$ cat config.mk
export PLATFORM = sky130hd
export DESIGN_NAME = touch_baseline_level_detector
export DESIGN_NICKNAME = d
export VERILOG_FILES = /design/src/design/tbld_pkg.sv /design/src/design/tbld_div.sv /design/src/design/touch_baseline_level_detector.sv
export VERILOG_INCLUDE_DIRS = /design/src /design/src/design
export SDC_FILE = /design/constraint.sdc
export NUM_CORES = 1
export LEC_CHECK = 0
export BUFFER_PORTS_ARGS = -buffer_cell sky130_fd_sc_hd__buf_2
export CORE_MARGIN = 2
export CORE_UTILIZATION = 56
export DETAILED_ROUTE_END_ITERATION = 6
export PLACE_DENSITY = 0.84
export SETUP_SLACK_MARGIN = 0.1
export SLEW_MARGIN = 20
export SYNTH_ARGS = -nofsm -noshare
export SYNTH_HDL_FRONTEND = slang
export SYNTH_HIERARCHICAL = 1
export SYNTH_SLANG_ARGS = --single-unit
export TNS_END_PERCENT = 20
$ cat constraint.sdc
create_clock -name clk -period 8.3 [get_ports clk]
set_input_delay 0.83 -clock clk [delete_from_list [all_inputs] [get_ports clk]]
set_output_delay 0.83 -clock clk [all_outputs]
set_load 0.05 [all_outputs]
$ cat src/design/assert_macros.svh
// Assertion macros shared by the RTL.
`ifndef ASSERT_MACROS_SVH
`define ASSERT_MACROS_SVH

`ifndef NO_ASSERTIONS

`define ASSERT_ALWAYS(lbl, clk, rst, expr) \
  lbl: assert property (@(posedge clk) disable iff (rst) (expr)) else $error("%m failed");

`define ASSERT_IMPLY(lbl, clk, rst, ante, cons) \
  lbl: assert property (@(posedge clk) disable iff (rst) (ante) |-> (cons)) else $error("%m failed");

`else

`define ASSERT_ALWAYS(lbl, clk, rst, expr)

`define ASSERT_IMPLY(lbl, clk, rst, ante, cons)

`endif

`endif

$ cat src/design/tbld_pkg.sv
`timescale 1ns / 1ps
`default_nettype none

package tbld_pkg;

  localparam int RAW_W           = 22;
  localparam int LVL_W           = 8;
  localparam int CNT_W           = 5;
  localparam int CAL_SAMPLES_DEF = 16;

  localparam logic [RAW_W-1:0] STEP_RESET = RAW_W'(10000);

  typedef enum logic [1:0] {
    S_IDLE,
    S_EVAL,
    S_DIV,
    S_POST
  } state_t;

  typedef struct packed {
    logic             start;
    logic [RAW_W-1:0] dividend;
    logic [RAW_W-1:0] divisor;
  } div_req_t;

  typedef struct packed {
    logic             done;
    logic [LVL_W-1:0] quot;
  } div_rsp_t;

endpackage

`default_nettype wire

$ cat src/design/tbld_div.sv
`timescale 1ns / 1ps
`default_nettype none

// Restoring divider, one quotient bit per cycle, quotient saturated to LVL_W bits.
module tbld_div (
  input  logic               clk,
  input  logic               rst,
  input  tbld_pkg::div_req_t req,
  output tbld_pkg::div_rsp_t rsp
);

  localparam int W   = tbld_pkg::RAW_W;
  localparam int L   = tbld_pkg::LVL_W;
  localparam int CW  = $clog2(W);

  logic          busy;
  logic          done;
  logic [CW-1:0] cnt;
  logic [W-1:0]  dvd;
  logic [W-1:0]  dsr;
  logic [W-1:0]  rem;
  logic [L-1:0]  q;
  logic          ovf;

  logic [W:0]    trial;
  logic [W:0]    diff;
  logic          fit;

  always_comb begin
    trial = {rem, dvd[W-1]};
    fit   = trial >= {1'b0, dsr};
    diff  = trial - {1'b0, dsr};
  end

  always_ff @(posedge clk) begin
    if (rst) begin
      busy <= 1'b0;
      done <= 1'b0;
    end else begin
      done <= 1'b0;
      if (req.start) begin
        busy <= 1'b1;
      end else if (busy && cnt == CW'(W - 1)) begin
        busy <= 1'b0;
        done <= 1'b1;
      end
    end
  end

  always_ff @(posedge clk) begin
    if (req.start) begin
      dvd <= req.dividend;
      dsr <= req.divisor;
      rem <= '0;
      q   <= '0;
      ovf <= 1'b0;
      cnt <= '0;
    end else if (busy) begin
      rem <= fit ? diff[W-1:0] : trial[W-1:0];
      dvd <= {dvd[W-2:0], 1'b0};
      q   <= {q[L-2:0], fit};
      ovf <= ovf | q[L-1];
      cnt <= cnt + CW'(1);
    end
  end

  assign rsp.done = done;
  assign rsp.quot = ovf ? {L{1'b1}} : q;

endmodule

`default_nettype wire

$ cat src/design/touch_baseline_level_detector.sv
`timescale 1ns / 1ps
`default_nettype none

// Two-channel touch qualifier with per-channel noise floor.
// Input stream: s_tdata carries the raw reading, s_tuser the channel and the
// recalibrate flag. One result transfer on the m_ side for every input transfer.
// Config: cfg_valid/cfg_ready/cfg_data write the detection step; write only
// while no item is in flight. cfg_ready is always high.
// Timing: an item is registered, evaluated in the next cycle, then runs the
// bit-serial divider, which forms the quotient bit by bit, when a level must be
// computed; calibrating and below-threshold items, and any item while the step is
// zero, skip it. One item at a time: a new item is taken only once the previous
// result has been loaded into the output register.
// s_tready is high whenever no item is being processed, so a new item is taken
// while the previous result still waits in the output register.
// If the receiver stalls, the result holds in the output register and the
// next finished item waits until it is taken.
// Reset: floors and calibration counts clear, step returns to 10000, the
// output register empties.
module touch_baseline_level_detector #(
  parameter int CAL_SAMPLES = tbld_pkg::CAL_SAMPLES_DEF
) (
  input  logic        clk,
  input  logic        rst,
  input  logic        s_tvalid,
  output logic        s_tready,
  input  logic [23:0] s_tdata,   // [21:0] raw_reading, [23:22] zero
  input  logic [1:0]  s_tuser,   // [0] channel, [1] recalibrate
  output logic        m_tvalid,
  input  logic        m_tready,
  output logic [31:0] m_tdata,   // [0] touched, [8:1] level, [30:9] noise_floor_out, [31] zero
  output logic [1:0]  m_tuser,   // [0] out_channel, [1] calibrating
  input  logic        cfg_valid,
  output logic        cfg_ready,
  input  logic [21:0] cfg_data
);

  `include "assert_macros.svh"

  localparam int W  = tbld_pkg::RAW_W;
  localparam int L  = tbld_pkg::LVL_W;
  localparam int CW = tbld_pkg::CNT_W;

  tbld_pkg::state_t state, state_next;

  logic [W-1:0]  step;
  logic [W-1:0]  floor_r   [2];
  logic [CW-1:0] cnt       [2];
  logic [W-1:0]  floor_next[2];
  logic [CW-1:0] cnt_next  [2];

  logic          in_ch;
  logic [W-1:0]  in_raw;
  logic          in_recal;

  logic          res_touched;
  logic [L-1:0]  res_level;
  logic          res_cal;
  logic [W-1:0]  res_floor;

  logic          m_touched;
  logic [L-1:0]  m_level;
  logic          m_cal;
  logic [W-1:0]  m_floor;
  logic          m_ch;

  logic [CW-1:0] cnt_eff;
  logic [W-1:0]  floor_eff;
  logic [W-1:0]  floor_new;
  logic [W:0]    limit;
  logic          cal_now;
  logic          touch_now;
  logic          ge_now;
  logic          load_out;

  tbld_pkg::div_req_t dreq;
  tbld_pkg::div_rsp_t drsp;

  assign s_tready  = (state == tbld_pkg::S_IDLE);
  assign cfg_ready = 1'b1;

  always_comb begin
    cnt_eff   = in_recal ? '0 : cnt[in_ch];
    floor_eff = in_recal ? '0 : floor_r[in_ch];
    cal_now   = cnt_eff < CW'(CAL_SAMPLES);
    floor_new = (cal_now && in_raw > floor_eff) ? in_raw : floor_eff;
    limit     = {1'b0, floor_eff} + {1'b0, step};
    touch_now = !cal_now && ({1'b0, in_raw} > limit);
    ge_now    = !cal_now && ({1'b0, in_raw} >= limit);
  end

  always_comb begin
    for (int i = 0; i < 2; i++) begin
      floor_next[i] = in_recal ? '0 : floor_r[i];
      cnt_next[i]   = in_recal ? '0 : cnt[i];
    end
    floor_next[in_ch] = floor_new;
    cnt_next[in_ch]   = cal_now ? cnt_eff + CW'(1) : cnt_eff;
  end

  always_comb begin
    state_next    = state;
    dreq.start    = 1'b0;
    dreq.dividend = in_raw - floor_eff;
    dreq.divisor  = step;
    load_out      = 1'b0;
    unique case (state)
      tbld_pkg::S_IDLE: begin
        if (s_tvalid) state_next = tbld_pkg::S_EVAL;
      end
      tbld_pkg::S_EVAL: begin
        if (ge_now && step != '0) begin
          dreq.start = 1'b1;
          state_next = tbld_pkg::S_DIV;
        end else begin
          state_next = tbld_pkg::S_POST;
        end
      end
      tbld_pkg::S_DIV: begin
        if (drsp.done) state_next = tbld_pkg::S_POST;
      end
      tbld_pkg::S_POST: begin
        if (!m_tvalid || m_tready) begin
          load_out   = 1'b1;
          state_next = tbld_pkg::S_IDLE;
        end
      end
      default: state_next = tbld_pkg::S_IDLE;
    endcase
  end

  always_ff @(posedge clk) begin
    if (rst) begin
      state <= tbld_pkg::S_IDLE;
    end else begin
      state <= state_next;
    end
  end

  always_ff @(posedge clk) begin
    if (rst) begin
      step <= tbld_pkg::STEP_RESET;
      for (int i = 0; i < 2; i++) begin
        floor_r[i] <= '0;
        cnt[i]     <= '0;
      end
    end else begin
      if (cfg_valid) step <= cfg_data;
      if (state == tbld_pkg::S_EVAL) begin
        for (int i = 0; i < 2; i++) begin
          floor_r[i] <= floor_next[i];
          cnt[i]     <= cnt_next[i];
        end
      end
    end
  end

  always_ff @(posedge clk) begin
    if (s_tvalid && s_tready) begin
      in_ch    <= s_tuser[0];
      in_recal <= s_tuser[1];
      in_raw   <= s_tdata[W-1:0];
    end
    if (state == tbld_pkg::S_EVAL) begin
      res_touched <= touch_now;
      res_cal     <= cal_now;
      res_floor   <= floor_new;
      res_level   <= ge_now ? {L{1'b1}} : '0;
    end else if (state == tbld_pkg::S_DIV && drsp.done) begin
      res_level <= drsp.quot;
    end
  end

  always_ff @(posedge clk) begin
    if (rst) begin
      m_tvalid <= 1'b0;
    end else if (load_out) begin
      m_tvalid <= 1'b1;
    end else if (m_tready) begin
      m_tvalid <= 1'b0;
    end
  end

  always_ff @(posedge clk) begin
    if (load_out) begin
      m_touched <= res_touched;
      m_level   <= res_level;
      m_cal     <= res_cal;
      m_floor   <= res_floor;
      m_ch      <= in_ch;
    end
  end

  assign m_tdata = {1'b0, m_floor, m_level, m_touched};
  assign m_tuser = {m_cal, m_ch};

  tbld_div u_div (
    .clk (clk),
    .rst (rst),
    .req (dreq),
    .rsp (drsp)
  );

  `ASSERT_ALWAYS(a_cnt0_bound, clk, rst, cnt[0] <= CW'(CAL_SAMPLES))
  `ASSERT_ALWAYS(a_cnt1_bound, clk, rst, cnt[1] <= CW'(CAL_SAMPLES))
  `ASSERT_IMPLY(a_cal_quiet, clk, rst, m_tvalid && m_cal, !m_touched && m_level == '0)
  `ASSERT_IMPLY(a_touch_level, clk, rst, m_tvalid && m_touched, m_level != '0)
  `ASSERT_IMPLY(a_div_done_state, clk, rst, drsp.done, state == tbld_pkg::S_DIV)

endmodule

`default_nettype wire

==> impl_metrics.csv, run 1 <==
group,metric,value,unit
synth,avgSynthCellArea,10.7,um2
cells_and_area,post-route-util,63.7,%
global_routing,grtUsageTotal,24.2,%
critical_path,worst_setup_path_end_kind,"register",
routing,wl_met1,13.2,mm
critical_path,worstPathRequired,8.59,ns
routing,drtPass1Iterations,6,
routing,vias_per_cell,5.92,
timing,min_period_over_period,80.0,%
routing,routed.top_layer,"met4",
timing,rsz0062_at_grt,"no",
place,post-dp-hpwl,22.7,mm
floorplanning,std_cell_rows,57,
global_routing,grt_pass1_vias,10300,
timing,finalHoldViolations,0,
place,port_buffers,85,
timing,fmax,0.151,GHz
routing,wl_met3,2.00,mm
cts,clk_pin_slew_worst_paths,0.06,ns
timing,final-max-slew-violation-count,0,
critical_path,cp-start-kind,"register",
floorplanning,die_area,26400,um2
routing,dr_total_vias,10300,
critical_path,arrival,6.93,ns
floorplanning,start_util,57.5,%
run,maxCapViolations,0,
cts,cts_resized,0,
floorplanning,die_height,162,um
cells_and_area,diodes,0,
routing,finalWirelength,31.8,mm
routing,ant_nets,0,
synth,synth_flop_cell,"edfxtp_1",
cts,cts_buffer_depth,3,
global_routing,overflow,0,
pwr,p_leak,6.43,nW
routing,post-route-drc-count,0,
global_routing,grt_pass1_wl,51.4,mm
critical_path,cp_max_fo,27,
routing,met2WireLength,15.3,mm
cts,clock-sinks,251,
timing,tightest_slew,1.03,ns
cts,cts_max_level,1,
global_routing,grt_max_degree,46,
cts,cts_buffers,27,
cells_and_area,final_cell_mix,"edfxtp_1, nor2_1, inv_1, ha_1, nand2_1",
timing,clock_skew,0.0186,ns
synth,synth-async-reset-ratio,0,%
cts,cts_tree,"yes",
floorplanning,io_pins,90,
pwr,powerDensity,337,nW/um2
hold_path,hp-class,"register to register",
cells_and_area,syn2layout_area_growth,10.8,%
floorplanning,core,24500,um2
cts,cts_setup_buffers,0,
cts,clock_latency,0.55,ns
timing,relSlewSlack,30.9,%
routing,routedWlPerCell,18.3,um
cells_and_area,layout_commonest_cell,"edfxtp_1",
synth,synth_edf_count,187,
critical_path,path_class,"register to register",
timing,layout_min_cycle_time,6.64,ns
floorplanning,fp.dieW,162,um
synth,synth-warning-count,6,
pwr,peakVddDrop,0.237,mV
synth,ys_types,83,
cells_and_area,drive_gt1_share,14.3,%
timing,setup_viol,0,
synth,synth_seq_area_share,49.1,%
synth,syn_inst,1315,
status,status,"finished, final reports clean",
cts,holdBufCountCts,0,
synth,syn-num-nets,1466,
global_routing,antenna_found_initial,0,
cts,cts_root_buffer,"clkbuf_16",
timing,tns,0,ns
routing,drtIter0Drc,847,
synth,synth_area,14100,um2
synth,ys_ff_latch,251,
place,place_congestion,0.925,
cells_and_area,nets,1541,
==> flip-flops by register name, indices dropped and copies added, names as in the netlist, 2 cells and up, named ones only <==
| register | flops |
|---|---|
| floor_r | 44 |
| in_raw | 22 |
| m_floor | 22 |
| res_floor | 22 |
| step | 22 |
| u_div/dsr | 22 |
| u_div/dvd | 22 |
| u_div/rem | 22 |
| cnt | 10 |
| m_level | 8 |
| res_level | 8 |
| u_div/q | 8 |
| u_div/cnt | 5 |
| state | 2 |
==> cell usage after synthesis, types with 4 or more instances <==
cell / instances / area (um2)
clkbuf_1: 21 / 78.8
o21bai_1: 7 / 52.6
buf_6: 4 / 45.0
and4_1: 6 / 52.6
nor3_1: 12 / 60.1
nor2_1: 118 / 443
o21ba_2: 4 / 40.0
buf_2: 5 / 25.0
a21oi_1: 67 / 335
a2111oi_0: 4 / 35.0
nor4_1: 9 / 56.3
mux2i_1: 85 / 851
nand2_1: 91 / 342
nand2b_1: 12 / 75.1
nand3_1: 19 / 95.1
o31ai_1: 4 / 30.0
a21o_1: 23 / 173
edfxtp_1: 187 / 5620
nor2b_1: 19 / 119
o31a_1: 4 / 35.0
dfxtp_1: 64 / 1280
a211oi_1: 17 / 128
mux2_2: 21 / 236
buf_4: 9 / 67.6
a311oi_1: 4 / 35.0
ha_1: 95 / 1190
o21ai_0: 60 / 300
and2_1: 7 / 43.8
buf_1: 9 / 33.8
o211ai_1: 12 / 90.1
a211o_1: 7 / 61.3
xor2_1: 29 / 254
xnor2_1: 27 / 236
a31oi_1: 8 / 50.1
and3_1: 12 / 75.1
or2_2: 13 / 81.3
inv_1: 99 / 372
o21a_1: 7 / 52.6
nand4_1: 11 / 68.8
o21ai_1: 41 / 205
==> cell type report <==
type	instances	area (um2)
Clock inverter	20	178
Inverter	101	379
Timing Repair Buffer	96	508
Fill cell	1805	8880
Sequential cell	251	6900
Tap cell	324	405
Clock buffer	29	693
Multi-Input combinational cell	913	6520
==> stage by stage <==
step / power, mW / setup WS, ns / hold WS (ns) / std cells / instance area, um2
final: 5.26 / 1.66 / 0.417 / 1734 / 15600
after global routing: 5.59 / 1.17 / 0.428 / 1734 / 15600
after CTS: 5.25 / 1.74 / 0.419 / 1734 / 15600
after detailed placement: 4.05 / 1.82 / 0.405 / 1685 / 14700
after global placement: 3.94 / 1.92 / 0.402 / 1685 / 14700
after floorplan: 3.56 / 1.66 / 0.400 / 1315 / 14100
==> critical path, stage by stage, from the launching register on <==
cell      delay [ns]
dfxtp_1         0.30
buf_4           0.43
mux2i_1         0.15
nor2_1          0.27
ha_1            0.26
inv_1           0.06
fa_1            0.40
nor2b_1         0.18
o31ai_1         0.16
a211oi_1        0.54
nor2_1          0.16
nor3_1          0.29
a21oi_1         0.12
xor2_1          0.16
ha_1            0.30
a21o_1          0.11
a21oi_1         0.08
a211oi_2        0.23
nor3b_2         0.19
a22oi_1         0.15
or3b_1          0.54
nor2_4          0.47
buf_4           0.39
mux2_2          0.37
==> power breakdown <==
part           total [mW]  switching [mW]  internal, mW
clock                1.18           0.507         0.673
sequential           1.89           0.174          1.71
combinational        2.19            1.33         0.854
==> path summary, 6_finish.rpt <==
path / slack [ns] / cells past startpoint / to / from
max: 1.66 / 23 / u_div/dvd[7] / register
min: 0.42 / 0 / m_floor[1] / res_floor[1]
min reg2reg: 0.42 / 0 / m_floor[1] / res_floor[1]
max reg2reg: 1.66 / 23 / u_div/dvd[7] / register
==> routing by layer <==
| layer | vias to the layer above | track usage (%) |
|---|---|---|
| met2 | 368 | 41.6 |
| met1 | 4856 | 31.0 |
| met5 | - | 0 |
| met3 | 102 | 3.28 |
| met4 | 0 | 10.1 |
| li1 | 4944 | - |
==> cell families (layout without fill, tap and decap cells) <==
kind of cell               Yosys count  count (layout)  synth area share, %
AOI/OAI and AO/OA                  299             299                 13.9
other                                2               2               0.0534
DFF                                251             251                 49.1
and+or+nand+nor                    351             351                 12.1
buffers and inverters              151             246                 4.67
adders and majority gates           98              98                 8.88
muxes                              107             107                 7.83
xor gates and xnor gates            56              56                 3.49
No activity file was read; power rests on OpenSTA's default activity.
==> run 2, diff against run 1 <==
--- a/config.mk
+++ b/config.mk
@@ -6,6 +6,7 @@
 export SDC_FILE = /design/constraint.sdc
 export NUM_CORES = 1
 export LEC_CHECK = 0
+export ABC_AREA = 1
 export BUFFER_PORTS_ARGS = -buffer_cell sky130_fd_sc_hd__buf_2
 export CORE_MARGIN = 2
 export CORE_UTILIZATION = 56
==> constraint.sdc (replaced) <==
create_clock -name clk -period 6.7 [get_ports clk]
set_input_delay 0.67 -clock clk [delete_from_list [all_inputs] [get_ports clk]]
set_output_delay 0.67 -clock clk [all_outputs]
set_load 0.05 [all_outputs]
==> run 2 against run 1 <==
Register-to-register slack got worse by 0.80 ns. Non-clock buffer count rose by 12. Maximum frequency rose by 14%. Critical path depth rose by 2. Core utilization fell by 0.29 points. Sequential share of layout area fell by 2.8 points. Final area rose by 6.6%. Count of clock-buffer cells in the layout rose by 4. Final cell count rose by 31%. First-iteration DRC count rose by 49%. Clock power rose by 23%. Highest routed layer unchanged.
==> impl_metrics.csv, run 2 <==
group,metric,value,unit
synth,synth.area.top_cells,"edfxtp_1, nand2_1, dfxtp_1",
global_routing,grtUsageMet2,45.4,%
synth,synth_edf_count,187,
status,status,"finished, final reports clean",
critical_path,path_class,"register to register",
timing,layout_min_cycle_time,5.84,ns
floorplanning,die_area,28200,um2
synth,netlist.area_leader.share,37.4,%
floorplanning,core,26200,um2
synth,synth_most_common_cell,"nand2_1",
synth,synth_area,15000,um2
floorplanning,fp.dieW,168,um
cts,cts_setup_buffers,0,
synth,syn_inst,1841,
cells_and_area,nets,2071,
cells_and_area,syn2layout_area_growth,10.5,%
global_routing,gr-usage-met1,35.9,%
synth,synth_fa_ha_area_share,8.31,%
critical_path,arrival,6.29,ns
synth,synth-async-reset-ratio,0,%
global_routing,grtUsageTotal,27.1,%
synth,avgSynthCellArea,8.17,um2
global_routing,grt_pass1_wl,61.0,mm
pwr,powerDensity,399,nW/um2
critical_path,critPathBufInv,4,
cts,clock-sinks,251,
synth,synth-warning-count,6,
timing,tightest_slew,1.01,ns
critical_path,worstPathRequired,7.15,ns
cts,cts_root_buffer,"clkbuf_16",
critical_path,r2r_cells,25,
cts,cts_buffers,27,
routing,ant_nets,0,
critical_path,cp_max_fo,16,
synth,yosys.area_share.simple,26.2,%
synth,synth_commonest_cells,"nand2_1, inv_1, edfxtp_1, nor2_1, a21oi_1",
timing,min_period_over_period,87.2,%
timing,tns,0,ns
cells_and_area,diodes,0,
cells_and_area,layoutNonFillerInstCount,2276,
synth,synth_mux_area_share,0,%
hold_path,whs_path_depth,1,
routing,dr_total_vias,12600,
cts,cts_buffer_depth,3,
critical_path,cp_num_cells,25,
synth,syn-num-nets,1992,
global_routing,grt_max_degree,55,
routing,drtPass1Iterations,5,
critical_path,critical-path-slowest-cell,"dfxtp_1",
cts,cts_tree,"yes",
critical_path,path_common_cell,"nand3_1",
pwr,peakVddDrop,0.288,mV
timing,clock_skew,0.0229,ns
place,post-dp-hpwl,28.0,mm
global_routing,met3_usage,3.10,%
routing,routedWlPerCell,16.8,um
cells_and_area,drive_gt1_share,10.9,%
synth,ys_types,50,
global_routing,grt_pass1_vias,12000,
timing,relSlewSlack,32.2,%
timing,setup_viol,0,
cells_and_area,largest_reg_flops,44,
synth,yosysTopAreaCell,"edfxtp_1",
cts,clk_pin_slew_worst_paths,0.06,ns
timing,finalHoldViolations,0,
place,place_congestion,0.978,
critical_path,critPathMaxStageDelay,0.76,ns
routing,vias_per_cell,5.52,
routing,drtIter0Drc,1258,
place,dpl.cell_count,2225,
cts,cts_max_level,1,
place,port_buffers,85,
critical_path,worst_setup_path_end_kind,"register",
critical_path,cp-start-kind,"register",
synth,ys_ff_latch,251,
routing,post-route-drc-count,0,
floorplanning,io_pins,90,
critical_path,crit_family,"simple AND/OR/NAND/NOR gates",
cells_and_area,final_cell_mix,"nand2_1, inv_1, edfxtp_1, nor2_1, a21oi_1",
floorplanning,die_height,168,um
global_routing,overflow,0,
synth,synth_seq_area_share,45.9,%
cells_and_area,layout_commonest_cell,"nand2_1",
cts,clock_latency,0.56,ns
synth,synth_xor_xnor_area_share,2.74,%
global_routing,busiest_layer,"met2",
timing,final-max-slew-violation-count,0,
synth,synth_compound_area_share,8.81,%
routing,finalWirelength,38.3,mm
global_routing,antenna_found_initial,0,
synth,synth_top_family_by_area,"simple AND/OR/NAND/NOR gates",
cells_and_area,regMostFlops,"floor_r",
run,maxCapViolations,0,
floorplanning,start_util,57.4,%
hold_path,hp-class,"input pin to register",
floorplanning,std_cell_rows,59,
timing,fmax,0.171,GHz
synth,synth_flop_cell,"edfxtp_1",
timing,rsz0062_at_grt,"no",
pwr,p_leak,7.66,nW
-- run 2: cell count changes after synthesis, sizes merged, moves of 21 or more --
| cell | delta |
|---|---|
| nand3 | +97 |
| nand2 | +486 |
| inv | +127 |
| mux2 | -21 |
| nor3 | +29 |
| nor2 | +35 |
| a21oi | +61 |
| o21ai | -54 |
| mux2i | -86 |
-- run 2: report_power, final --
group	switching, mW	total, mW	internal [mW]	leakage, nW
Sequential	0.200	2.35	2.15	2.33
Combinational	1.91	2.83	0.920	4.91
Clock	0.618	1.45	0.830	0.418
-- run 2: repair_timing --
item / CTS / global route
gates resized for setup: 0 / 1
endpoints found under the hold margin: 0 / 0
hold buffers: 0 / 0
endpoints found under the setup margin: 0 / 8
-- run 2: cells by family after synthesis --
group           after synthesis
buf+inv                     287
simple gates                921
flops                       251
xor+xnor                     47
compound gates              235
other cells                   2
fa+ha+maj                    98
-- run 2: layout make-up --
cell class | count | area (um2)
Inverter | 229 | 860
Clock buffer | 33 | 708
Multi-Input combinational cell | 1303 | 6960
Timing Repair Buffer | 108 | 631
Sequential cell | 251 | 6900
Fill cell | 2158 | 9590
Clock inverter | 17 | 143
Tap cell | 335 | 419
-- run 2: worst paths after layout --
| path | start | to | slack (ns) |
|---|---|---|---|
| setup / recovery | register | u_div/q[6] | 0.86 |
| hold / removal | s_tdata[19] | in_raw[19] | 0.28 |
| setup reg to reg | register | u_div/q[6] | 0.86 |
| hold reg to reg | res_floor[13] | m_floor[13] | 0.42 |
-- run 2: metal layers --
metal,part of all wire [%],up-vias
met4,4.3,0
li1,-,6208
met1,41,5722
met2,46,540
met5,0,-
met3,7.9,94
-- run 2: stage by stage --
stage	total power, mW	utilization, %	hold slack, ns	cell area (um2)	worst slack, ns
final	6.62	63.4	0.284	16600	0.857
after detailed placement	5.13	60.0	0.405	15700	0.695
after CTS	6.59	63.3	0.272	16600	0.611
after global routing	7.02	63.4	0.274	16600	0.332
after global placement	5.05	60.0	0.402	15700	0.744
after floorplan	4.39	-	0.400	15000	0.404
-- run 2: worst reg2reg max path, cell delays in order, from the launching register on --
cell      delay (ns)
dfxtp_1         0.76
buf_4           0.34
nor2_1          0.08
nor3_1          0.29
inv_1           0.17
fa_1            0.45
inv_1           0.10
nand2_1         0.06
nand3_1         0.16
nand3_1         0.10
nand2_1         0.12
a21oi_1         0.10
o21ai_0         0.31
a21oi_1         0.14
xor2_1          0.17
ha_1            0.32
a21o_1          0.17
a21oi_1         0.11
nor2_1          0.06
nor2_1          0.15
nand3_1         0.17
nand3_1         0.23
nor2_4          0.11
nor2_2          0.45
clkinv_1        0.40
o22ai_1         0.24
==> run 3, diff against run 2 <==
--- a/config.mk
+++ b/config.mk
@@ -11,6 +11,7 @@
 export CORE_MARGIN = 2
 export CORE_UTILIZATION = 56
 export DETAILED_ROUTE_END_ITERATION = 6
+export MAX_ROUTING_LAYER = met4
 export PLACE_DENSITY = 0.84
 export SETUP_SLACK_MARGIN = 0.1
 export SLEW_MARGIN = 20
==> run 3 against run 2 <==
Die area did not move. Power rose by 0.97%. Highest routed layer unchanged. Sequential power barely moved. Maximum frequency fell by 1.4%. Largest power group unchanged.
==> impl_metrics.csv, run 3 (synthesis gave the netlist of run 2 again) <==
group,metric,value,unit
routing,finalWirelength,38.4,mm
critical_path,r2r_end,"u_div/done",
floorplanning,die_area,28200,um2
pwr,finalPower,6.69,mW
timing,relSlewSlack,28.5,%
hold_path,whs_path_depth,1,
timing,clock_skew,0.0195,ns
cells_and_area,layout_commonest_cell,"nand2_1",
floorplanning,start_util,57.4,%
pwr,p_leak,7.67,nW
cts,cts_root_buffer,"clkbuf_16",
critical_path,r2r_cells,24,
cts,cts_buffer_depth,3,
global_routing,grt_pass1_vias,12000,
routing,routedWlPerCell,16.9,um
timing,tns,0,ns
critical_path,arrival,6.38,ns
cells_and_area,final_cell_mix,"nand2_1, inv_1, edfxtp_1, nor2_1, a21oi_1",
pwr,peakVddDrop,0.290,mV
place,place_area,15700,um2
floorplanning,fp.dieW,168,um
cells_and_area,fillCellCount,2156,
cells_and_area,regMostFlops,"floor_r",
critical_path,worstPathRequired,7.16,ns
hold_path,min_to,"in_recal",
place,place_congestion,0.978,
timing,finalHoldViolations,0,
floorplanning,io_pins,90,
cells_and_area,drive_gt1_share,11.2,%
global_routing,grtUsageMet2,44.6,%
floorplanning,core,26200,um2
timing,tightest_slew,1.07,ns
global_routing,grt_max_degree,55,
timing,hold_slack,0.296,ns
global_routing,met3_usage,3.90,%
critical_path,r2r-start,"in_recal",
cells_and_area,syn2layout_area_growth,10.7,%
floorplanning,std_cell_rows,59,
timing,final-max-slew-violation-count,0,
cts,cts_tree,"yes",
timing,fmax,0.169,GHz
routing,drtPass1Iterations,5,
run,maxCapViolations,0,
pwr,powerDensity,402,nW/um2
routing,post-route-drc-count,0,
global_routing,overflow,0,
place,post-dp-hpwl,27.7,mm
routing,drtIter0Drc,1263,
cts,clock_latency,0.55,ns
critical_path,cp-start-kind,"register",
global_routing,grt_pass1_wl,61.6,mm
timing,rsz0062_at_grt,"no",
cells_and_area,post-route-util,63.5,%
cells_and_area,diodes,0,
routing,dr_total_vias,12600,
routing,ant_nets,0,
hold_path,holdCritStartpoint,"s_tuser[1]",
cts,cts_max_level,1,
critical_path,cp_max_fo,18,
cells_and_area,nets,2071,
cts,cts_resized,0,
status,status,"finished, final reports clean",
cts,cts_buffers,27,
cts,clock-sinks,251,
cts,holdBufCountCts,0,
routing,vias_per_cell,5.53,
cts,clk_pin_slew_worst_paths,0.06,ns
hold_path,hp-class,"input pin to register",
critical_path,r2r_setup_slack,0.78,ns
global_routing,busiest_layer,"met2",
global_routing,grtUsageTotal,28.2,%
critical_path,worst_setup_path_end_kind,"register",
floorplanning,die_height,168,um
place,port_buffers,85,
timing,layout_min_cycle_time,5.92,ns
global_routing,gr-usage-met1,36.1,%
cells_and_area,stdcell_area,16600,um2
global_routing,antenna_found_initial,0,
cts,cts_setup_buffers,0,
timing,setup_viol,0,
critical_path,path_class,"register to register",
cells_and_area,largest_reg_flops,44,
timing,min_period_over_period,88.4,%
## run 3: layout make-up
type / instances / area, um2 / area share (%)
multi-input cells: 1303 / 6960 / 41.8
repair buffers: 108 / 611 / 3.67
clock buffers: 32 / 714 / 4.29
inverters: 229 / 860 / 5.16
clock inverters: 17 / 186 / 1.12
flip-flops and latches: 251 / 6900 / 41.4
well taps: 335 / 419 / 2.52
## run 3: worst max-delay path by stage
stage                  start      endpoint  depth (start not counted)  slack (ns)
floorplan           register  u_div/dvd[0]                         27        0.40
global placement    in_recal    u_div/done                         24        1.05
detailed placement  in_recal    u_div/done                         24        0.98
CTS                 in_recal    u_div/done                         24        0.95
global route        in_recal    u_div/done                         24        0.40
finish              in_recal    u_div/done                         24        0.78
## run 3: power by group
group	switching, mW	internal [mW]
clock network	0.629	0.882
logic	1.92	0.916
registers	0.193	2.15
total	2.74	3.95
## run 3: critical path, stage by stage, from the launching register on
cell and delay [ns]:
edfxtp_1 0.58, buf_4 0.31, nor3_1 0.70, ha_1 0.43, nand2_1 0.11, inv_1 0.04
a21oi_1 0.15, nand2_1 0.09, inv_1 0.05, nand2_1 0.09, a21oi_1 0.21, o21ai_0 0.17
a21oi_1 0.20, xor2_1 0.20, ha_1 0.29, a21o_1 0.18, a21oi_1 0.12, nor2_1 0.06
nor2_1 0.13, nand3_1 0.16, nand3_1 0.23, nor2_4 0.11, nor2_1 0.52, clkinv_1 0.44
nor3_1 0.26
## run 3: stage by stage
| stage | std cells | worst slack (ns) |
|---|---|---|
| 2_1_floorplan | 1841 | 0.404 |
| 3_3_place_gp | 2226 | 1.05 |
| 3_5_place_dp | 2226 | 0.975 |
| 4_1_cts | 2275 | 0.947 |
| 5_1_grt | 2275 | 0.401 |
| 6_report | 2275 | 0.777 |
## run 3: per-layer routing
layer,up-vias,part of all wire (%)
met4,0,5.3
met3,105,8.0
li1,6197,-
met5,-,0
met2,541,45
met1,5741,42
